<file path="src/rtl/blid_pkg.sv">
// shared types and constants for the battery led indicator
`default_nettype none

package blid_pkg;

	localparam int CAP_W    = 16;
	localparam int THR_W    = 10;
	localparam int DUTY_W   = 7;
	localparam int CHARGE_W = CAP_W + THR_W;
	localparam int TICK_W   = 4;
	localparam int STATE_W  = 3;

	localparam int DIV_STEPS = CHARGE_W;
	localparam int DIV_CNT_W = $clog2(DIV_STEPS);

	localparam logic [CHARGE_W-1:0] PERMILLE = CHARGE_W'(1000);
	localparam logic [DUTY_W-1:0]   DUTY_ON  = DUTY_W'(100);

	localparam logic [THR_W-1:0] CRIT_RST = THR_W'(71);
	localparam logic [THR_W-1:0] LOW_RST  = THR_W'(137);
	localparam logic [THR_W-1:0] FULL_RST = THR_W'(937);

	typedef enum logic [STATE_W-1:0] {
		CHG_CHARGE    = 3'd0,
		CHG_NEAR_FULL = 3'd1,
		CHG_DISCHARGE = 3'd2,
		CHG_ERROR     = 3'd3,
		CHG_IDLE      = 3'd4,
		CHG_OTHER     = 3'd5
	} chg_state_t;

	typedef enum logic [1:0] {
		REG_CRIT = 2'd0,
		REG_LOW  = 2'd1,
		REG_FULL = 2'd2
	} reg_idx_t;

	typedef enum logic [1:0] {
		COLOR_OFF,
		COLOR_ORANGE,
		COLOR_BLUE
	} color_t;

	typedef enum logic [1:0] {
		ST_IDLE,
		ST_DIV,
		ST_EMIT
	} seq_state_t;

	typedef struct packed {
		logic [THR_W-1:0] crit;
		logic [THR_W-1:0] low;
		logic [THR_W-1:0] full;
	} thr_t;

	typedef struct packed {
		chg_state_t        chg;
		logic              force_idle;
		logic              system_off;
		logic [TICK_W-1:0] tick;
	} item_ctx_t;

	typedef struct packed {
		logic busy;
		logic done;
	} div_stat_t;

endpackage

`default_nettype wire

</file>
<file path="src/rtl/blid_tick_if.sv">
// input channel: one 250 ms tick beat
`default_nettype none

interface blid_tick_if;
	import blid_pkg::*;

	logic                valid;
	logic                ready;
	logic [STATE_W-1:0]  charger_state;
	logic                force_idle;
	logic                system_off;
	logic                auto_enable;
	logic [CAP_W-1:0]    rem_cap;
	logic [CAP_W-1:0]    full_capacity;

	modport source (
		output valid, charger_state, force_idle, system_off, auto_enable,
			rem_cap, full_capacity,
		input  ready
	);

	modport sink (
		input  valid, charger_state, force_idle, system_off, auto_enable,
			rem_cap, full_capacity,
		output ready
	);

endinterface

`default_nettype wire

</file>
<file path="src/rtl/blid_duty_if.sv">
// output channel: one beat of led pwm duties
`default_nettype none

interface blid_duty_if;
	import blid_pkg::*;

	logic              valid;
	logic              ready;
	logic [DUTY_W-1:0] orange_duty;
	logic [DUTY_W-1:0] blue_duty;

	modport source (
		output valid, orange_duty, blue_duty,
		input  ready
	);

	modport sink (
		input  valid, orange_duty, blue_duty,
		output ready
	);

endinterface

`default_nettype wire

</file>
<file path="src/rtl/blid_divider.sv">
// restoring divider, one quotient bit per cycle
`default_nettype none

module blid_divider (
	input  wire                             clk,
	input  wire                             arst_n,
	input  wire                             start,
	input  wire  [blid_pkg::CHARGE_W-1:0]   dividend,
	input  wire  [blid_pkg::CAP_W-1:0]      divisor,
	output blid_pkg::div_stat_t             stat,
	output logic [blid_pkg::CHARGE_W-1:0]   quotient
);
	import blid_pkg::*;

	logic                 busy_q;
	logic                 done_q;
	logic [DIV_CNT_W-1:0] cnt_q;
	logic [CHARGE_W-1:0]  dvd_q;
	logic [CAP_W-1:0]     div_q;
	logic [CAP_W-1:0]     rem_q;
	logic                 zero_q;

	logic [CAP_W:0]   rem_sh;
	logic [CAP_W:0]   diff;
	logic             ge;

	always_comb begin
		rem_sh = {rem_q, dvd_q[CHARGE_W-1]};
		ge     = rem_sh >= {1'b0, div_q};
		diff   = rem_sh - {1'b0, div_q};
	end

	always_ff @(posedge clk or negedge arst_n) begin
		if (!arst_n) begin
			busy_q <= 1'b0;
			done_q <= 1'b0;
			cnt_q  <= '0;
		end else begin
			done_q <= 1'b0;
			if (start) begin
				busy_q <= 1'b1;
				cnt_q  <= '0;
			end else if (busy_q) begin
				if (cnt_q == DIV_CNT_W'(DIV_STEPS - 1)) begin
					busy_q <= 1'b0;
					done_q <= 1'b1;
				end else begin
					cnt_q <= cnt_q + 1'b1;
				end
			end
		end
	end

	// datapath, no reset needed
	always_ff @(posedge clk) begin
		if (start) begin
			dvd_q  <= dividend;
			div_q  <= divisor;
			rem_q  <= '0;
			zero_q <= (divisor == '0);
		end else if (busy_q) begin
			rem_q <= ge ? diff[CAP_W-1:0] : rem_sh[CAP_W-1:0];
			dvd_q <= {dvd_q[CHARGE_W-2:0], ge};
		end
	end

	// zero capacity reads as zero charge
	assign quotient  = zero_q ? '0 : dvd_q;
	assign stat.busy = busy_q;
	assign stat.done = done_q;

endmodule

`default_nettype wire

</file>
<file path="src/rtl/blid_color.sv">
// picks the led color from charge, charger state and tick phase
`default_nettype none

module blid_color (
	input  wire  [blid_pkg::CHARGE_W-1:0] charge,
	input  blid_pkg::thr_t                thr,
	input  blid_pkg::item_ctx_t           ctx,
	output logic [blid_pkg::DUTY_W-1:0]   orange_duty,
	output logic [blid_pkg::DUTY_W-1:0]   blue_duty
);
	import blid_pkg::*;

	color_t color;
	logic   fast_on;
	logic   slow_on;
	logic   half_on;

	always_comb begin
		fast_on = !ctx.tick[2];
		slow_on = (ctx.tick[3:2] == 2'b00);
		half_on = !ctx.tick[3];
		case (ctx.chg)
			CHG_CHARGE: begin
				color = (charge < CHARGE_W'(thr.full)) ? COLOR_ORANGE : COLOR_BLUE;
			end
			CHG_NEAR_FULL: begin
				color = COLOR_BLUE;
			end
			CHG_DISCHARGE: begin
				if (!ctx.system_off && charge <= CHARGE_W'(thr.crit))
					color = fast_on ? COLOR_ORANGE : COLOR_OFF;
				else if (!ctx.system_off && charge <= CHARGE_W'(thr.low))
					color = slow_on ? COLOR_ORANGE : COLOR_OFF;
				else
					color = COLOR_OFF;
			end
			CHG_ERROR: begin
				color = fast_on ? COLOR_ORANGE : COLOR_OFF;
			end
			CHG_IDLE: begin
				if (ctx.force_idle)
					color = half_on ? COLOR_BLUE : COLOR_ORANGE;
				else
					color = COLOR_BLUE;
			end
			default: begin
				color = COLOR_OFF;
			end
		endcase
		orange_duty = (color == COLOR_ORANGE) ? DUTY_ON : '0;
		blue_duty   = (color == COLOR_BLUE) ? DUTY_ON : '0;
	end

endmodule

`default_nettype wire

</file>
<file path="src/rtl/battery_led_indicator_top.sv">
// battery led indicator: apb thresholds, tick sequencer, divider and color pick
// path: a tick beat that yields a result runs the 26 divider steps, then the done flag
//   moves the sequencer to emit, which loads the output register once no unclaimed beat is held
// flow: a new tick is taken only while idle, so the bit-serial divider holds off the next
//   beat until emit; a beat with auto control off or an unknown charger state skips the divider
// reset: arst_n clears the tick counter, sequencer and output valid and loads
//   the threshold registers with 71, 137 and 937
`default_nettype none

module battery_led_indicator_top (
	input  wire                        clk,
	input  wire                        arst_n,
	blid_tick_if.sink                  tick,
	blid_duty_if.source                duty,
	input  wire                        psel,
	input  wire                        penable,
	input  wire                        pwrite,
	input  wire  [3:0]                 paddr,
	input  wire  [31:0]                pwdata,
	output logic [31:0]                prdata,
	output logic                       pready
);
	import blid_pkg::*;

	// configuration registers
	thr_t     thr_q;
	reg_idx_t cfg_idx;
	logic     cfg_wr;

	// sequencer
	seq_state_t          state_q;
	seq_state_t          state_d;
	logic [TICK_W-1:0]   tick_q;
	item_ctx_t           ctx_q;

	// divider hookup
	logic                div_start;
	logic [CHARGE_W-1:0] dividend;
	div_stat_t           div_stat;
	logic [CHARGE_W-1:0] charge;

	// output register
	logic                out_valid_q;
	logic [DUTY_W-1:0]   orange_q;
	logic [DUTY_W-1:0]   blue_q;
	logic [DUTY_W-1:0]   orange_nx;
	logic [DUTY_W-1:0]   blue_nx;

	logic tick_acc;
	logic known_state;
	logic emit;
	logic out_free;

	// ---------------------------------------------------------------- apb
	assign pready  = 1'b1;
	assign cfg_idx = reg_idx_t'(paddr[3:2]);
	assign cfg_wr  = psel && penable && pwrite && pready;

	always_ff @(posedge clk or negedge arst_n) begin
		if (!arst_n) begin
			thr_q.crit <= CRIT_RST;
			thr_q.low  <= LOW_RST;
			thr_q.full <= FULL_RST;
		end else if (cfg_wr) begin
			case (cfg_idx)
				REG_CRIT: thr_q.crit <= pwdata[THR_W-1:0];
				REG_LOW:  thr_q.low  <= pwdata[THR_W-1:0];
				REG_FULL: thr_q.full <= pwdata[THR_W-1:0];
				default:  ;
			endcase
		end
	end

	always_comb begin
		case (cfg_idx)
			REG_CRIT: prdata = 32'(thr_q.crit);
			REG_LOW:  prdata = 32'(thr_q.low);
			REG_FULL: prdata = 32'(thr_q.full);
			default:  prdata = '0;
		endcase
	end

	// ---------------------------------------------------------- sequencer
	// the input side is open only while idle; a finished result may still
	// sit in the output register while the next tick is taken
	assign tick.ready  = (state_q == ST_IDLE);
	assign tick_acc    = tick.valid && tick.ready;
	assign known_state = tick.charger_state inside
		{CHG_CHARGE, CHG_NEAR_FULL, CHG_DISCHARGE, CHG_ERROR, CHG_IDLE};

	// only ticks that produce a beat go through the divider
	assign div_start = tick_acc && tick.auto_enable && known_state;

	// remaining * 1000 fits in 26 bits, one narrow multiply at load
	assign dividend  = CHARGE_W'(tick.rem_cap) * PERMILLE;

	assign out_free  = !out_valid_q || duty.ready;

	always_comb begin
		state_d = state_q;
		emit    = 1'b0;
		case (state_q)
			ST_IDLE: begin
				if (div_start)
					state_d = ST_DIV;
			end
			ST_DIV: begin
				if (div_stat.done)
					state_d = ST_EMIT;
			end
			ST_EMIT: begin
				// wait here if the previous beat is still unclaimed
				if (out_free) begin
					emit    = 1'b1;
					state_d = ST_IDLE;
				end
			end
			default: begin
				state_d = ST_IDLE;
			end
		endcase
	end

	always_ff @(posedge clk or negedge arst_n) begin
		if (!arst_n)
			state_q <= ST_IDLE;
		else
			state_q <= state_d;
	end

	// the counter advances on every tick, with or without a result
	always_ff @(posedge clk or negedge arst_n) begin
		if (!arst_n)
			tick_q <= '0;
		else if (tick_acc)
			tick_q <= tick_q + 1'b1;
	end

	// per-item context; blinking uses the count after the increment
	always_ff @(posedge clk) begin
		if (div_start) begin
			ctx_q.chg        <= chg_state_t'(tick.charger_state);
			ctx_q.force_idle <= tick.force_idle;
			ctx_q.system_off <= tick.system_off;
			ctx_q.tick       <= tick_q + 1'b1;
		end
	end

	// ------------------------------------------------------------- units
	blid_divider u_div (
		.clk      (clk),
		.arst_n   (arst_n),
		.start    (div_start),
		.dividend (dividend),
		.divisor  (tick.full_capacity),
		.stat     (div_stat),
		.quotient (charge)
	);

	blid_color u_color (
		.charge      (charge),
		.thr         (thr_q),
		.ctx         (ctx_q),
		.orange_duty (orange_nx),
		.blue_duty   (blue_nx)
	);

	// ---------------------------------------------------- output register
	always_ff @(posedge clk or negedge arst_n) begin
		if (!arst_n)
			out_valid_q <= 1'b0;
		else if (emit)
			out_valid_q <= 1'b1;
		else if (duty.ready)
			out_valid_q <= 1'b0;
	end

	always_ff @(posedge clk) begin
		if (emit) begin
			orange_q <= orange_nx;
			blue_q   <= blue_nx;
		end
	end

	assign duty.valid       = out_valid_q;
	assign duty.orange_duty = orange_q;
	assign duty.blue_duty   = blue_q;

	// -------------------------------------------------------- assertions
	a_no_result_when_disabled: assert property (@(posedge clk) disable iff (!arst_n)
		(tick_acc && !tick.auto_enable) |=> (state_q == ST_IDLE))
		else $error("tick with auto control off started work");

	a_tick_advances: assert property (@(posedge clk) disable iff (!arst_n)
		tick_acc |=> (tick_q == $past(tick_q) + 4'd1))
		else $error("tick counter did not advance on an accepted tick");

	a_divider_only_in_div: assert property (@(posedge clk) disable iff (!arst_n)
		div_stat.busy |-> (state_q == ST_DIV))
		else $error("divider running outside the divide phase");

	a_one_color: assert property (@(posedge clk) disable iff (!arst_n)
		emit |-> !(orange_nx == DUTY_ON && blue_nx == DUTY_ON))
		else $error("both leds driven at once");

	a_emit_holds_back: assert property (@(posedge clk) disable iff (!arst_n)
		(out_valid_q && !duty.ready) |-> !emit)
		else $error("result overwrote an unclaimed beat");

endmodule

`default_nettype wire
</file>
<file path="src/flat_wrapper.sv">
// flat-port wrapper written by rule: the top's interface ports become plain ports
module battery_led_indicator_top_flat import blid_pkg::*;
  (clk, arst_n, psel, penable, pwrite, paddr, pwdata, prdata, pready, tick_valid, tick_charger_state, tick_force_idle, tick_system_off, tick_auto_enable, tick_rem_cap, tick_full_capacity, tick_ready, duty_valid, duty_orange_duty, duty_blue_duty, duty_ready);
  blid_tick_if tick_i ();
  blid_duty_if duty_i ();
  input  wire clk;
  input  wire arst_n;
  input  wire psel;
  input  wire penable;
  input  wire pwrite;
  input  wire  [3:0] paddr;
  input  wire  [31:0] pwdata;
  output logic [31:0] prdata;
  output logic pready;
  input wire logic [$bits(tick_i.valid)-1:0] tick_valid;
  input wire logic [$bits(tick_i.charger_state)-1:0] tick_charger_state;
  input wire logic [$bits(tick_i.force_idle)-1:0] tick_force_idle;
  input wire logic [$bits(tick_i.system_off)-1:0] tick_system_off;
  input wire logic [$bits(tick_i.auto_enable)-1:0] tick_auto_enable;
  input wire logic [$bits(tick_i.rem_cap)-1:0] tick_rem_cap;
  input wire logic [$bits(tick_i.full_capacity)-1:0] tick_full_capacity;
  output wire logic [$bits(tick_i.ready)-1:0] tick_ready;
  output wire logic [$bits(duty_i.valid)-1:0] duty_valid;
  output wire logic [$bits(duty_i.orange_duty)-1:0] duty_orange_duty;
  output wire logic [$bits(duty_i.blue_duty)-1:0] duty_blue_duty;
  input wire logic [$bits(duty_i.ready)-1:0] duty_ready;
  assign tick_i.valid = tick_valid;
  assign tick_i.charger_state = tick_charger_state;
  assign tick_i.force_idle = tick_force_idle;
  assign tick_i.system_off = tick_system_off;
  assign tick_i.auto_enable = tick_auto_enable;
  assign tick_i.rem_cap = tick_rem_cap;
  assign tick_i.full_capacity = tick_full_capacity;
  assign tick_ready = tick_i.ready;
  assign duty_valid = duty_i.valid;
  assign duty_orange_duty = duty_i.orange_duty;
  assign duty_blue_duty = duty_i.blue_duty;
  assign duty_i.ready = duty_ready;
  battery_led_indicator_top u_core (.clk(clk), .arst_n(arst_n), .tick(tick_i), .duty(duty_i), .psel(psel), .penable(penable), .pwrite(pwrite), .paddr(paddr), .pwdata(pwdata), .prdata(prdata), .pready(pready));
endmodule
</file>
<file path="config.mk">
export PLATFORM = sky130hd
export DESIGN_NAME = battery_led_indicator_top_flat
export DESIGN_NICKNAME = d
export VERILOG_FILES = /design/src/rtl/blid_pkg.sv /design/src/rtl/blid_tick_if.sv /design/src/rtl/blid_duty_if.sv /design/src/rtl/blid_divider.sv /design/src/rtl/blid_color.sv /design/src/rtl/battery_led_indicator_top.sv /design/src/flat_wrapper.sv
export SDC_FILE = /design/constraint.sdc
export NUM_CORES = 1
export LEC_CHECK = 0
export ABC_AREA = 0
export BUFFER_PORTS_ARGS = -buffer_cell sky130_fd_sc_hd__buf_2
export CAP_MARGIN = 20
export CORE_MARGIN = 10
export CORE_UTILIZATION = 30
export CTS_CLUSTER_DIAMETER = 200
export DETAILED_ROUTE_END_ITERATION = 8
export SLEW_MARGIN = 20
export SYNTH_ARGS = -nofsm -noshare
export SYNTH_HDL_FRONTEND = slang
export SYNTH_HIERARCHICAL = 1
export SYNTH_SLANG_ARGS = --single-unit
</file>
<file path="constraint.sdc">
create_clock -name clk -period 3.1 [get_ports clk]
set_input_delay 0.775 -clock clk [delete_from_list [all_inputs] [get_ports clk]]
set_output_delay 0.775 -clock clk [all_outputs]
set_load 0.05 [all_outputs]
</file>
==> metrics.md, run 1 <==
| Metric | Value |
|---|---|
| Worst setup margin | `-1.30 ns` |
| Final worst path period share | `142%` |
| Internal power | `7.71 mW` |
| Most frequent cells in the layout | `inv_1 (125), buf_4 (87), ha_1 (86)` |
| Routed wire per std cell | `14.0 um` |
| Antenna viol nets, final | `0` |
| Failing checks | `setup timing` |
| Die height | `202 um` |
| Inserted Clock Buffers | `17` |
| Chip width | `202 um` |
| Post-layout min period | `4.40 ns` |
| Vias per cell | `4.50` |
| Grt total ovfl | `0` |
| Synth-to-layout area growth | `27.1%` |
| Row count | `66` |
| CP Class | `primary input to flip-flop` |
| Std-Cell Core Area | `32500 sq um` |
| Most common cell on crit path | `fa_1` |
| Number of port buffers | `82` |
| Largest stage delay, worst path | `0.56 ns` |
| Comb power frac | `61.9%` |
| Fin nets | `1351` |
| Hold buffer count at CTS | `0` |
| Share of cells above drive strength 1 | `32.1%` |
| HP Class | `primary input to asynchronous set/reset pin` |
| First-pass GRT wire length | `36900 um` |
| Static Leak | `5.70 nW` |
| All-Layer GR Usage | `11.0%` |
| Non-Filler Instances | `1569` |
| Pwr per Cell Area | `1010 nW/um^2` |
| CTS H-tree lvls | `4` |
| Most common cell after layout, fill and taps aside | `inv_1` |
| Worst vdd ir | `476 uV` |
| Starting Density | `30.4%` |
| Data arrival, critical path | `4.58 ns` |
| Setup TNS | `-18.46 ns` |
| CP Buf/Inv Count | `3` |
| RSZ-0062 raised after global routing | `true` |
| Top delay family on crit path | `adder cells` |
| Worst skew pair latency | `0.42 ns` |
| Final Setup Violations | `18` |
| Clk_skew | `0.00784 ns` |
| Clock tree sinks | `124` |
| CTS clk-pin slew, worst paths | `0.06 ns` |
| Antenna diodes | `0` |
| Largest net degree at the start of global routing | `45` |
| CP cell instances | `buf_8 -> fa_1 -> inv_1 -> fa_1 -> fa_1 -> inv_1 -> fa_1 -> ha_4 -> a21o_1 -> a2bb2oi_2 -> o21ai_4 -> o311a_1 -> nor3_2 -> xnor2_1 -> mux2_4` |
| Routed via count | `7060` |
| Reg power frac | `21.6%` |
| Max FO, Critical Path | `5` |
| Proportion of power drawn by the clock network | `16.5%` |
| Die ar. | `40700 sq um` |
| Ports | `130` |
| Slowest cell on crit path | `fa_1` |
| Syn. warnings | `6` |
| Slew @ Worst Pin | `0.717 ns` |
| Status | `finished, violations left` |
| Crit. End Element | `flip-flop` |
| DR iter-0 viols | `232` |
| Synth Instances | `943` |
| DRT Pass-1 Iters | `4` |
| Placed Instances | `1534` |
| Max-cap violations | `0` |
| Relative slew slack | `52.2%` |
| CP startpoint kind | `primary input` |
| Synthesized area | `9900 sq um` |
| Initial antenna violation count | `0` |
| CTS root buffer | `clkbuf_16` |
| Final Routed Wirelength | `22000 um` |
| HPWL Detailed | `17700 um` |
| Avg Inst Size Synth | `10.5 sq um` |
| Sw Share | `39.5%` |
| Vias in the first global route | `7557` |
| Psw | `5.04 mW` |
| Peak Freq | `0.227 GHz` |
| Post-layout util | `38.7%` |
| DRC | `0` |
| Slew Viols, Final | `0` |
| Clk buf depth | `2` |
| CP required | `3.27 ns` |
| Routability cong. | `0.838` |
| CTS tree | `built` |
| Fin. Hold Viols | `0` |
==> state kept, by name (all words and copies together) (netlist names) <==
| name | count |
|---|---|
| u_core/u_div/rem_q | 16 |
| u_core/u_div/busy_q | 1 |
| u_core/u_div/done_q | 1 |
| u_core/ctx_q | 7 |
| u_core/u_div/cnt_q | 5 |
| u_core/duty.blue_duty | 7 |
| u_core/thr_q | 30 |
| u_core/tick_q | 4 |
| u_core/u_div/div_q | 16 |
| u_core/u_div/zero_q | 1 |
| u_core/duty.valid | 1 |
| u_core/u_div/dvd_q | 26 |
| u_core/state_q | 2 |
| u_core/duty.orange_duty | 7 |
==> area by class of cell <==
class / instances / area [sq um]
fill: 3259 / 20000
tap: 442 / 553
multi-input combinational: 656 / 6270
inverter: 138 / 529
clock buffer: 18 / 439
timing repair buffer: 177 / 1250
clock inverter: 14 / 181
sequential: 124 / 3360
==> power groups by stage <==
stage | clock network [mW] | logic [mW] | registers, mW
after detailed placement | 0 | 6.95 | 2.78
after global routing | 2.25 | 8.73 | 2.83
after global placement | 0 | 6.82 | 2.77
final | 2.10 | 7.89 | 2.76
after floorplan | 0 | 5.03 | 2.63
after CTS | 2.17 | 7.55 | 2.76
==> metal layers <==
layer | routed length (um) | track usage [%] | vias up
met5 | 0 | 0 | -
met4 | 152 | 2.34 | 0
met3 | 918 | 2.67 | 11
met2 | 10400 | 18.2 | 117
met1 | 10500 | 14.2 | 3394
li1 | - | - | 3538
==> metrics by stage <==
step / cell area (sq um) / power, mW / setup WS, ns / hold slack, ns
finish: 12600 / 12.7 / -1.30 / 0.337
global route: 12600 / 13.8 / -1.38 / 0.374
CTS: 12400 / 12.5 / -1.35 / 0.465
detailed placement: 11500 / 9.73 / -1.92 / 0.456
global placement: 11500 / 9.59 / -1.89 / 0.437
floorplan: 10200 / 7.66 / -1.79 / 0.465
==> worst paths after layout <==
kind / start / end / slack [ns] / cells past startpoint
min reg2reg: u_core/u_div/done_q / u_core/state_q[0] / 0.46 / 1
min: arst_n / u_core/thr_q[2] / 0.34 / 1
max: tick_rem_cap[5] / u_core/u_div/dvd_q[23] / -1.30 / 15
min in group clk: u_core/u_div/done_q / u_core/state_q[0] / 0.46 / 1
max reg2reg: u_core/u_div/zero_q / u_core/duty.orange_duty[2] / 0.38 / 8
max in group asynchronous: arst_n / u_core/u_div/cnt_q[3] / 2.36 / 1
==> what timing repair did <==
item	4_1_cts	5_1_grt
endpoints found under the setup margin	18	18
gates resized for setup	49	51
pin swaps	47	39
gates cloned	0	0
setup buffers	3	4
Note: power is estimated with default switching activity, not from simulation.
==> run 2, diff against run 1 <==
- ABC_AREA: 0 -> 1
- SKIP_CTS_REPAIR_TIMING: unset -> 1
==> metrics.md, run 2 <==
| Metric | Value |
|---|---|
| DRT Pass-1 Iters | `5 (was 4)` |
| Relative slew slack | `56.8% (was 52.2%)` |
| Grt total ovfl | `0 (unchanged)` |
| All-Layer GR Usage | `11.6% (was 11.0%)` |
| Most frequent cells in the layout | `nand2_1 (350), inv_1 (248), ha_1 (87) (was inv_1 (125), buf_4 (87), ha_1 (86))` |
| Worst skew pair latency | `0.41 ns (was 0.42 ns)` |
| Met2 GRT Util | `20.7% (was 18.2%)` |
| Worst vdd ir | `579 uV (was 476 uV)` |
| Final Routed Wirelength | `25500 um (was 22000 um)` |
| Post-layout min period | `3.99 ns (was 4.40 ns)` |
| Failing checks | `setup timing (unchanged)` |
| CTS root buffer | `clkbuf_16 (unchanged)` |
| Initial antenna violation count | `0 (unchanged)` |
| Ports | `130 (unchanged)` |
| Most common cell after layout, fill and taps aside | `nand2_1 (was inv_1)` |
| Static Leak | `6.67 nW (was 5.70 nW)` |
| Clock tree sinks | `124 (unchanged)` |
| CP startpoint kind | `primary input (unchanged)` |
| CP Class | `primary input to flip-flop (unchanged)` |
| PnR Total Power | `13.0 mW (was 12.7 mW)` |
| Largest Register | `u_core/thr_q (unchanged)` |
| Largest regs | `u_core/thr_q: 30 flops, u_core/u_div/dvd_q: 26 flops (unchanged)` |
| Routed via count | `8625 (was 7060)` |
| Clk_skew | `0.0104 ns (was 0.00784 ns)` |
| Max-cap violations | `0 (unchanged)` |
| Final Setup Violations | `18 (unchanged)` |
| Internal power | `7.15 mW (was 7.71 mW)` |
| Vias per cell | `4.37 (was 4.50)` |
| Chip width | `208 um (was 202 um)` |
| Data arrival, critical path | `4.13 ns (was 4.58 ns)` |
| Syn. warnings | `6 (unchanged)` |
| Status | `finished, violations left (unchanged)` |
| Vias in the first global route | `8800 (was 7557)` |
| Antenna diodes | `0 (unchanged)` |
| DRC | `0 (unchanged)` |
| CTS clk-pin slew, worst paths | `0.06 ns (about the same)` |
| Fin. Hold Viols | `0 (unchanged)` |
| Synthesized area | `10600 sq um (was 9900 sq um)` |
| Fin nets | `1744 (was 1351)` |
| Comb power frac | `64.0% (was 61.9%)` |
| Met3 Track Usage GR | `2.40% (was 2.67%)` |
| Die ar. | `43400 sq um (was 40700 sq um)` |
| First-pass GRT wire length | `42000 um (was 36900 um)` |
| Synth Instances | `1364 (was 943)` |
| Largest register FFs | `30 (unchanged)` |
| Std-Cell Core Area | `34700 sq um (was 32500 sq um)` |
| HP Class | `primary input to asynchronous set/reset pin (unchanged)` |
| Routability cong. | `0.835 (was 0.838)` |
| Worst hold slack | `0.351 ns (was 0.337 ns)` |
| Starting Density | `30.6% (was 30.4%)` |
| HPWL Detailed | `20100 um (was 17700 um)` |
| Avg Inst Size Synth | `7.79 sq um (was 10.5 sq um)` |
| Slew @ Worst Pin | `0.646 ns (was 0.717 ns)` |
| Row count | `68 (was 66)` |
| Die height | `208 um (was 202 um)` |
| Sw Share | `45.2% (was 39.5%)` |
| Number of port buffers | `82 (unchanged)` |
| Filler cells | `3579 (was 3259)` |
| Max FO, Critical Path | `4 (was 5)` |
| Largest net degree at the start of global routing | `59 (was 45)` |
| Inserted Clock Buffers | `17 (unchanged)` |
| Pre-CTS setup slack | `-1.44 ns (was -1.92 ns)` |
| CP required | `3.24 ns (was 3.27 ns)` |
| Final worst path period share | `129% (was 142%)` |
| Reg power frac | `20.0% (was 21.6%)` |
| Pwr per Cell Area | `992 nW/um^2 (was 1010 nW/um^2)` |
| M1 GR Usage | `13.9% (was 14.2%)` |
| Proportion of power drawn by the clock network | `15.9% (was 16.5%)` |
| Antenna viol nets, final | `0 (unchanged)` |
| Slew Viols, Final | `0 (unchanged)` |
| Peak Freq | `0.251 GHz (was 0.227 GHz)` |
| Worst setup margin | `-0.891 ns (was -1.30 ns)` |
| CTS H-tree lvls | `4 (unchanged)` |
| Clk buf depth | `2 (unchanged)` |
| DR iter-0 viols | `441 (was 232)` |
| RSZ-0062 raised after global routing | `true (unchanged)` |
| CTS tree | `built (unchanged)` |
| Synth-to-layout area growth | `23.7% (was 27.1%)` |
| Crit. End Element | `flip-flop (unchanged)` |
| Routed wire per std cell | `12.9 um (was 14.0 um)` |
| GRT busiest layer | `met2 (unchanged)` |
| Psw | `5.89 mW (was 5.04 mW)` |
| Share of cells above drive strength 1 | `23.3% (was 32.1%)` |
==> run 2: layout make-up <==
cell class | count | area [sq um] | area share [%]
multi-input cells | 930 | 6480 | 49.3
flip-flops and latches | 124 | 3360 | 25.6
repair buffers | 153 | 1030 | 7.84
clock inverters | 8 | 86.3 | 0.657
inverters | 281 | 1080 | 8.21
clock buffers | 24 | 539 | 4.10
well taps | 455 | 569 | 4.33
==> run 2: worst paths after layout <==
kind | startpoint | end | slack, ns | cells past startpoint
worst min-delay path | arst_n | u_core/duty.valid | 0.35 | 1
max in group asynchronous | arst_n | u_core/thr_q[9] | 2.35 | 1
worst max-delay path | tick_rem_cap[6] | u_core/u_div/dvd_q[24] | -0.89 | 18
worst max register to register | u_core/state_q[0] | u_core/u_div/cnt_q[4] | 0.82 | 13
worst min register to register | u_core/u_div/rem_q[12] | u_core/u_div/rem_q[12] | 0.47 | 2
min in group clk | u_core/u_div/rem_q[12] | u_core/u_div/rem_q[12] | 0.47 | 2
==> run 2: through the flow <==
step                      instances  cell area, sq um  TNS (ns)  util [%]
after CTS                      1973             12700    -14.89      36.7
after global routing           1975             13100    -15.67      37.9
after floorplan                1395             11000    -15.37         -
after global placement         1941             12100    -22.24      34.9
after detailed placement       1941             12100    -22.97      34.9
final                          1975             13100    -13.21      37.9
==> run 2: power groups by stage <==
stage / registers, mW / clock network, mW / logic (mW)
floorplan: 2.57 / 0 / 5.49
global placement: 2.63 / 0 / 7.32
detailed placement: 2.64 / 0 / 7.40
CTS: 2.61 / 2.13 / 7.46
global route: 2.67 / 2.20 / 9.38
finish: 2.62 / 2.08 / 8.35
==> run 2: worst max-delay path, stage by stage <==
cell	delay [ns]
buf_4	0.14
fa_1	0.53
inv_1	0.05
fa_1	0.44
fa_1	0.49
inv_1	0.06
fa_1	0.57
ha_4	0.23
nand2_2	0.12
inv_2	0.06
a21oi_2	0.18
nand3_4	0.12
nand2_2	0.08
nand2_1	0.04
nand2_1	0.05
nand2_1	0.04
nand2_1	0.05
o21ai_0	0.10
==> run 2: routing by layer <==
metal | wire length, um | vias to the layer above
li1 | - | 4441
met1 | 11600 | 4052
met2 | 12900 | 112
met3 | 718 | 20
met4 | 282 | 0
met5 | 0 | -
